--- config.mk ---
export PLATFORM = sky130hd
export DESIGN_NAME = aes_key_expand
export DESIGN_NICKNAME = d
export VERILOG_FILES = /design/src/rtl/aes_pkg.sv /design/src/rtl/aes_key_expand.sv
export SDC_FILE = /design/constraint.sdc
export NUM_CORES = 2
export LEC_CHECK = 0
export BUFFER_PORTS_ARGS = -buffer_cell sky130_fd_sc_hd__buf_2
export CORE_AREA = 4 4 781 783
export DETAILED_ROUTE_END_ITERATION = 8
export DIE_AREA = 0 0 785 787
export MAX_ROUTING_LAYER = met4
export PLACE_DENSITY = 0.39
export RECOVER_POWER = 100
export SETUP_SLACK_MARGIN = 0.05
export SLEW_MARGIN = 20
export SYNTH_ARGS = -nofsm -noshare
export SYNTH_HDL_FRONTEND = slang
export SYNTH_SLANG_ARGS = --single-unit
--- constraint.sdc ---
create_clock -name clk -period 8.87 [get_ports clk]
set_input_delay 0.887 -clock clk [delete_from_list [all_inputs] [get_ports clk]]
set_output_delay 0.887 -clock clk [all_outputs]
set_load 0.03 [all_outputs]
--- src/rtl/aes_pkg.sv ---
`timescale 1ns / 1ps
// ----------------------------------------------------------------------------
// aes_pkg
// shared types, substitution tables and field arithmetic for the aes block
// ----------------------------------------------------------------------------
package aes_pkg;

	localparam int NUM_RK = 15;
	localparam int MAX_ROUNDS = 14;

	localparam logic [1:0] KLEN_128 = 2'd0;
	localparam logic [1:0] KLEN_192 = 2'd1;
	localparam logic [1:0] KLEN_256 = 2'd2;

	localparam logic [2:0] REG_KEY_LENGTH = 3'd0;
	localparam logic [2:0] REG_KEY_PART_0 = 3'd1;
	localparam logic [2:0] REG_KEY_PART_1 = 3'd2;
	localparam logic [2:0] REG_KEY_PART_2 = 3'd3;
	localparam logic [2:0] REG_KEY_PART_3 = 3'd4;

	localparam logic [7:0] RCON_INIT = 8'h01;
	localparam logic [7:0] GF_POLY = 8'h1b;

	typedef logic [127:0] rkey_t;

	typedef struct packed {
		logic       busy;
		logic [1:0] klen;
	} key_status_t;

	localparam logic [2047:0] FWD_SBOX = {
		256'h637c777bf26b6fc53001672bfed7ab76ca82c97dfa5947f0add4a2af9ca472c0,
		256'hb7fd9326363ff7cc34a5e5f171d8311504c723c31896059a071280e2eb27b275,
		256'h09832c1a1b6e5aa0523bd6b329e32f8453d100ed20fcb15b6acbbe394a4c58cf,
		256'hd0efaafb434d338545f9027f503c9fa851a3408f929d38f5bcb6da2110fff3d2,
		256'hcd0c13ec5f974417c4a77e3d645d197360814fdc222a908846eeb814de5e0bdb,
		256'he0323a0a4906245cc2d3ac629195e479e7c8376d8dd54ea96c56f4ea657aae08,
		256'hba78252e1ca6b4c6e8dd741f4bbd8b8a703eb5664803f60e613557b986c11d9e,
		256'he1f8981169d98e949b1e87e9ce5528df8ca1890dbfe6426841992d0fb054bb16
	};

	localparam logic [2047:0] INV_SBOX = {
		256'h52096ad53036a538bf40a39e81f3d7fb7ce339829b2fff87348e4344c4dee9cb,
		256'h547b9432a6c2233dee4c950b42fac34e082ea16628d924b2765ba2496d8bd125,
		256'h72f8f66486689816d4a45ccc5d65b6926c704850fdedb9da5e154657a78d9d84,
		256'h90d8ab008cbcd30af7e45805b8b34506d02c1e8fca3f0f02c1afbd0301138a6b,
		256'h3a9111414f67dcea97f2cfcef0b4e67396ac7422e7ad3585e2f937e81c75df6e,
		256'h47f11a711d29c5896fb7620eaa18be1bfc563e4bc6d279209adbc0fe78cd5af4,
		256'h1fdda8338807c731b11210592780ec5f60517fa919b54a0d2de57a9f93c99cef,
		256'ha0e03b4dae2af5b0c8ebbb3c83539961172b047eba77d626e169146355210c7d
	};

	function automatic logic [7:0] sbox(input logic [7:0] b);
		return FWD_SBOX[{~b, 3'b111} -: 8];
	endfunction

	function automatic logic [7:0] inv_sbox(input logic [7:0] b);
		return INV_SBOX[{~b, 3'b111} -: 8];
	endfunction

	function automatic logic [7:0] xtime(input logic [7:0] b);
		return {b[6:0], 1'b0} ^ (b[7] ? GF_POLY : 8'h00);
	endfunction

	function automatic logic [31:0] subst_word(input logic [31:0] w);
		return {sbox(w[31:24]), sbox(w[23:16]), sbox(w[15:8]), sbox(w[7:0])};
	endfunction

endpackage

--- src/rtl/aes_key_expand.sv ---
`timescale 1ns / 1ps
// ----------------------------------------------------------------------------
// aes_key_expand
// key registers and a one-word-per-cycle round key expansion sequencer
// ----------------------------------------------------------------------------
module aes_key_expand import aes_pkg::*; (
	input  logic        clk,
	input  logic        arst_n,
	input  logic        cfg_we,
	input  logic [2:0]  cfg_index,
	input  logic [63:0] cfg_data,
	output rkey_t       round_keys [NUM_RK],
	output key_status_t status
);

	logic [1:0]  klen_q;
	logic [63:0] kp_q [4];
	logic        busy_q;
	logic [5:0]  cnt_q;
	logic [2:0]  mod_q;
	logic [7:0]  rc_q;
	logic [31:0] win_q [8];
	rkey_t       rk_q [NUM_RK];

	logic        start;
	logic [3:0]  nk;
	logic [5:0]  total;
	logic [31:0] key_word;
	logic [31:0] prev;
	logic [31:0] back;
	logic [31:0] tmp;
	logic [31:0] word;
	logic        wrap;

	always_comb begin
		start = 1'b0;
		if (cfg_we) begin
			unique case (cfg_index)
				REG_KEY_LENGTH, REG_KEY_PART_0, REG_KEY_PART_1,
				REG_KEY_PART_2, REG_KEY_PART_3: start = 1'b1;
				default: start = 1'b0;
			endcase
		end
	end

	always_comb begin
		unique case (klen_q)
			KLEN_128: nk = 4'd4;
			KLEN_192: nk = 4'd6;
			default:  nk = 4'd8;
		endcase
		total = {nk + 4'd7, 2'b00};
		key_word = cnt_q[0] ? kp_q[cnt_q[2:1]][31:0] : kp_q[cnt_q[2:1]][63:32];
		prev = win_q[0];
		back = win_q[3'(nk - 4'd1)];
		tmp = prev;
		if (mod_q == 3'd0)
			tmp = subst_word({prev[23:0], prev[31:24]}) ^ {rc_q, 24'h0};
		else if (nk == 4'd8 && mod_q == 3'd4)
			tmp = subst_word(prev);
		word = ({2'b00, cnt_q} < 8'(nk)) ? key_word : (back ^ tmp);
		wrap = (4'(mod_q) == nk - 4'd1);
	end

	always_ff @(posedge clk or negedge arst_n) begin
		if (!arst_n) begin
			klen_q <= KLEN_128;
			for (int i = 0; i < 4; i++) kp_q[i] <= '0;
			busy_q <= 1'b1;
			cnt_q <= '0;
			mod_q <= '0;
			rc_q <= RCON_INIT;
		end else if (start) begin
			unique case (cfg_index)
				REG_KEY_LENGTH: klen_q <= cfg_data[1:0];
				REG_KEY_PART_0: kp_q[0] <= cfg_data;
				REG_KEY_PART_1: kp_q[1] <= cfg_data;
				REG_KEY_PART_2: kp_q[2] <= cfg_data;
				REG_KEY_PART_3: kp_q[3] <= cfg_data;
				default: ;
			endcase
			busy_q <= 1'b1;
			cnt_q <= '0;
			mod_q <= '0;
			rc_q <= RCON_INIT;
		end else if (busy_q) begin
			cnt_q <= cnt_q + 6'd1;
			mod_q <= wrap ? 3'd0 : mod_q + 3'd1;
			if (mod_q == 3'd0 && {2'b00, cnt_q} >= 8'(nk))
				rc_q <= xtime(rc_q);
			if (cnt_q == total - 6'd1)
				busy_q <= 1'b0;
		end
	end

	// window of recent words and the round key store
	always_ff @(posedge clk) begin
		if (start) begin
			for (int r = 0; r < NUM_RK; r++) rk_q[r] <= '0;
		end else if (busy_q) begin
			win_q[0] <= word;
			for (int k = 1; k < 8; k++) win_q[k] <= win_q[k-1];
			for (int r = 0; r < NUM_RK; r++) begin
				for (int c = 0; c < 4; c++) begin
					if (cnt_q == 6'(4 * r + c))
						rk_q[r][127 - 32 * c -: 32] <= word;
				end
			end
		end
	end

	assign round_keys = rk_q;
	assign status = '{busy: busy_q, klen: klen_q};

endmodule

# --- Word level (Yosys, flattened, before mapping) ---
# Memory sizes are Yosys's and may differ from the RTL's.
# Cells that the tools add are included.
totals:
  ff_bits: 2196
  word_cells: 258
  n_memories: 1
  ramBits: 256
classes:
  eq_ne: 68
  reduce_logical: 75
  shifts: 4
  add_sub_neg: 5
  magnitude_cmp: 3
  n_bitwise: 8
  muxes: 25
memory_table:
  columns: ["name", "depth", "width", "read_ports", "rd_clocked_by_memory_dff", "wr", "line_no", "source"]
  rows:
  - ["win_q", 8, 32, 8, 0, 8, "aes_key_expand.sv:22", "logic [31:0] win_q [8];"]
op_table:
  columns: ["op", "n"]
  rows:
  - ["indexed part select 2055 x 12 -> 8 bit (first input constant)", 4]
  - ["equality test 6 bit (second input constant)", 28]
  - ["AND reduction 2 bit", 66]
  - ["binary-select mux 64 bit (select 2 bit)", 1]
  - ["2-to-1 mux 32 bit", 4]
  - ["2-to-1 mux 64 bit", 2]
  - ["equality test 6 x 5 -> 1 bit (second input constant)", 16]
  - ["bitwise XOR 32 bit", 2]
  - ["equality test 6 x 4 -> 1 bit (second input constant)", 8]
  - ["inverter 8 bit", 4]
  - ["equality test 6 x 3 -> 1 bit (second input constant)", 4]
  - ["2-to-1 mux 8 bit", 3]
  - ["equality test 6 x 2 -> 1 bit (second input constant)", 2]
  - ["2-to-1 mux 6 bit", 2]
  - ["2-to-1 mux 3 bit", 3]
  - ["2-to-1 mux 1 bit", 8]
  - ["case mux 4 bit (2 select lines)", 1]
  - ["bitwise XOR 8 x 5 -> 8 bit", 1]
  - ["adder 6 x 1 -> 6 bit (second input constant)", 1]
  - ["equality test 3 x 2 -> 1 bit (second input constant)", 2]
  - ["equality test 3 bit (second input constant)", 2]
  - ["equality test 6 x 1 -> 1 bit (second input constant)", 1]
  - ["equality test 6 bit", 1]
  - [">= comparator 6 x 4 -> 1 bit", 1]
  - ["18 further kinds", 21]

# --- Logic depth before layout (Yosys ltp) ---
depth:
  ltp_word: 8
  depth_mapped: 19
  ltp_nobuf: 11

# --- Worst setup path after synthesis ---
# No wires, ideal clock.
synth_timing:
  path_type: "input port to flip-flop"
  startpoint: "in cfg_index[1]"
  endpoint: "reg mod_q[2]"
  n_path_buf: 1
  arrival_ps: 7964
  setup_ps: 79
  setup_slack_ps: 827
  path_stages: 7
  path_cell_list: "o21ai_0 > nand2_1 > clkbuf_1 > and2_1 > a21boi_0 > a21oi_1 > mux2i_1"
synth_between:
  elab_chain_cells: 5
  word_cells_on_any_way: 10
  classes_between: "4 x eq/ne; 3 x mux; 3 x reduce/logical"
synth_lines:
  columns: ["item", "line_no", "source"]
  rows:
  - ["start, declared", "aes_key_expand.sv:10", "input logic [2:0] cfg_index,"]
  - ["equality test 3 x 2 -> 1 bit (tied with other cells)", "aes_key_expand.sv:38", "unique case (cfg_index)"]
  - ["OR reduction 5 bit (*)", "aes_key_expand.sv:38", null]
  - ["2-to-1 mux 1 bit (*)", "aes_key_expand.sv:38", null]
  - ["2-to-1 mux 1 bit (*)", "aes_key_expand.sv:37", "if (cfg_we) begin"]
  - ["2-to-1 mux 3 bit or nonzero test 2 bit (tied branches)", null, null]
  - ["end signal, assigned", "aes_key_expand.sv:88", "mod_q <= wrap ? 3'd0 : mod_q + 3'd1;"]
  - ["end, declared", "aes_key_expand.sv:20", "logic [2:0] mod_q;"]
# Mark *: on every way between the ends. The rest lies on a longest branch, timed or not.
# A chain may end at the register's enable or synchronous reset.

==> run metrics <==
initial antenna violation count 122; Placeable Area 601900 µm²; Syn-to-layout area delta 29.79%; Yosys Warn Count 0; Site Rows 285; Via density 4.637; CTS clk-pin slew, worst paths 0.06 ns; Post-DP HPWL 472700 µm; EDFF count, synth 256; crit-path cells clkbuf_1 > ha_1 > nor2b_1 > nor2_1 > mux4_2 > o311a_1 > o22ai_1 > o2bb2ai_1 > a21oi_1 > mux2i_1 > buf_16 > buf_12 > a32o_1; placed inst area 116200 µm²; Leak 43.70 nW; Die X 785 µm; Die Height 787 µm; first-pass GRT wire length 855600 µm; routability cong. 0.9535; max-cap violations 47; Post-CTS Repair Setup Buffers 0; Top FF cell, synth dfxtp_1; Slew @ Worst Pin 5.107 ns; Worst IR Drop VDD 0.0003407 V; Clock Skew 0.1013 ns; Post-Route WL 664500 µm; iteration count of the initial detailed-routing pass 8; Max stage delay on crit path 1.63 ns; design area 123900 µm²; max-slew violations 1559; Synth async-reset ratio 11.26%; fillers 66710; register area 53040 µm²; CTS Hold Buffers Added 1; Initial Util 15.86%; Remaining Overflow, GRT 0; synthesized area per cell 11.06 µm²; Hold Vio Cnt, Final 0; failing checks capacitance limit, slew limit; Ports 1993; slack of the critical path 1.242 ns; largest net degree at the start of global routing 160; crit path launch type flop; fin crit period 7.628 ns; cts bufs inserted 306; vias in the first global route 82700; Worst EP arrival 8.47 ns; CTS H-tree lvls 5; Max clock buf depth 4; fmax 131.1 MHz; number of gates resized after cts 0; max_slew headroom -240.4%; pwr/cell area 409.3 nW/µm²; Die ar. 617800 µm²; WS Path Type flop to flop; Yosys reg bits 2452; ratio of cells with drive above 1 in the final layout 13.41%; kind of end point of the critical path flop; Num Clock Sinks 2452; post-DR wirelength/cell 35.54 µm; setup tns final 0 ns; Residual DRC 0; Min-Delay Path Class input port to flop; Gate Count Post-Synth 8630; required time worst endpoint 9.71 ns; RSZ-0062 raised after global routing no; vias 86676; Critical Path Fanout Max 39; clk_lat worst skew 1.00 ns; Clock Tree Root clkbuf_16; outcome complete, but fails checks; GRT Resource Usage Total 20.97%; post-synthesis sequential area ratio 55.54%; port buffer count 1992; CTS tree yes; Netlist Area Pre-Place 95480 µm²; Synthesized Nets 8769; count of different cell masters after synthesis 101; setup violators final 0; Final Net Count 10475; initial DRC count 8223; period utilization 86.00%; pre-CTS setup slack 2.664 ns; Multi-input gate area 39700 µm²; CP max-delay cell clkbuf_1; DRT antenna net count 0
## Yosys cell counts (204+ instances only)
cell         n  area [µm²]
o21ai_0    503        2517
nand2_1    612        2297
mux2_2     270        3040
clkbuf_1   671        2519
dfxtp_1   1920       38440
a21oi_1    247        1236
edfxtp_1   256        7687
buf_2      204        1021
a32o_1     294        2943
nor2_1     297        1115
dfrtp_1    274        6857
a22o_1    1288       11280
## placed cells by master, fill, tap and decap left out, drive strengths merged, types with 40 or more instances in the layout
cell	instances
diode	80
nor2	298
and2	79
o21ai	506
edfxtp	256
a22oi	71
nor3	98
mux2i	97
clkinv	55
mux4	85
buf	340
nand2	612
dfrtp	274
dfxtp	1920
a311oi	46
a211oi	61
mux2	270
ha	69
a22o	1288
a21oi	247
inv	86
o311ai	40
nand2b	109
nand3	130
nor2b	104
clkbuf	2425
a31oi	55
a32o	294
o211ai	56
## power by group
group / switching (mW) / leakage (nW) / internal [mW]
logic: 19.4 / 17.3 / 5.10
clock network: 5.55 / 5.01 / 7.55
registers: 0.644 / 21.4 / 12.5
total: 25.6 / 43.7 / 25.1
## sequential cells by signal, indices dropped and copies added, names as in the netlist
signal,flops
mod_q,3
win_q,256
round_keys,1920
busy_q,1
kp_q,256
cnt_q,6
rc_q,8
klen_q,2
## path summary, 6_finish.rpt
| kind | depth (start not counted) | slack [ns] | startpoint | endpoint |
|---|---|---|---|---|
| max | 13 | 1.24 | win_q[0][25] | round_keys[1799] |
| min | 2 | 0.21 | cfg_data[62] | kp_q[254] |
| max reg2reg | 13 | 1.24 | win_q[0][25] | round_keys[1799] |
| min reg2reg | 0 | 0.39 | win_q[4][12] | win_q[5][12] |
| max in group asynchronous | 3 | 2.86 | arst_n | kp_q[66] |
| min in group asynchronous | 2 | 2.36 | arst_n | kp_q[81] |
## critical path, delay by kind of cell (launching register included)
family / cells / cell delay, ns
buffers and inverters: 3 / 2.10
multiplexers: 2 / 1.87
AO/OA/AOI/OAI: 5 / 1.62
adder cells (fa/ha/maj): 1 / 0.92
AND/OR/NAND/NOR: 2 / 0.47
flip-flops: 1 / 0.34
## final cells by class
class                      instances  area share (%)
sequential                      2452           42.80
multi-input combinational       5188           32.03
timing repair buffer            2324           8.337
tap                             8036           8.113
clock buffer                     442           7.004
clock inverter                   108           1.356
inverter                          64          0.1938
antenna                           80          0.1615
## metal layers
metal	vias up	part of all wire (%)	GRT usage, %	wire (µm)
met5	-	0	-	0
met4	0	5.2	9.060	34830
met3	976	7.6	4.684	50430
met2	4235	45	32.42	297800
met1	45185	42	26.22	281400
li1	36280	-	-	-
## cells by family after synthesis
kind of cell    synth area share, %
flops                         55.54
xor+xnor                     0.3944
fa+ha+maj                    0.9042
buf+inv                       4.247
simple gates                  8.035
mux                           6.214
compound gates                24.66
## through the flow
| stage | utilization (%) | hold WS (ns) | instances | power [mW] |
|---|---|---|---|---|
| finish | 20.59 | 0.2108 | 18694 | 50.73 |
| global route | 20.58 | 0.1424 | 18664 | 52.25 |
| CTS | 21.03 | 0.09207 | 18614 | 51.44 |
| detailed placement | 19.31 | 0.4045 | 18063 | 38.15 |
| global placement | 19.28 | 0.4002 | 18056 | 38.44 |
| floorplan | - | 0.4003 | 8630 | 24.20 |
No activity file was read; power rests on OpenSTA's default activity.
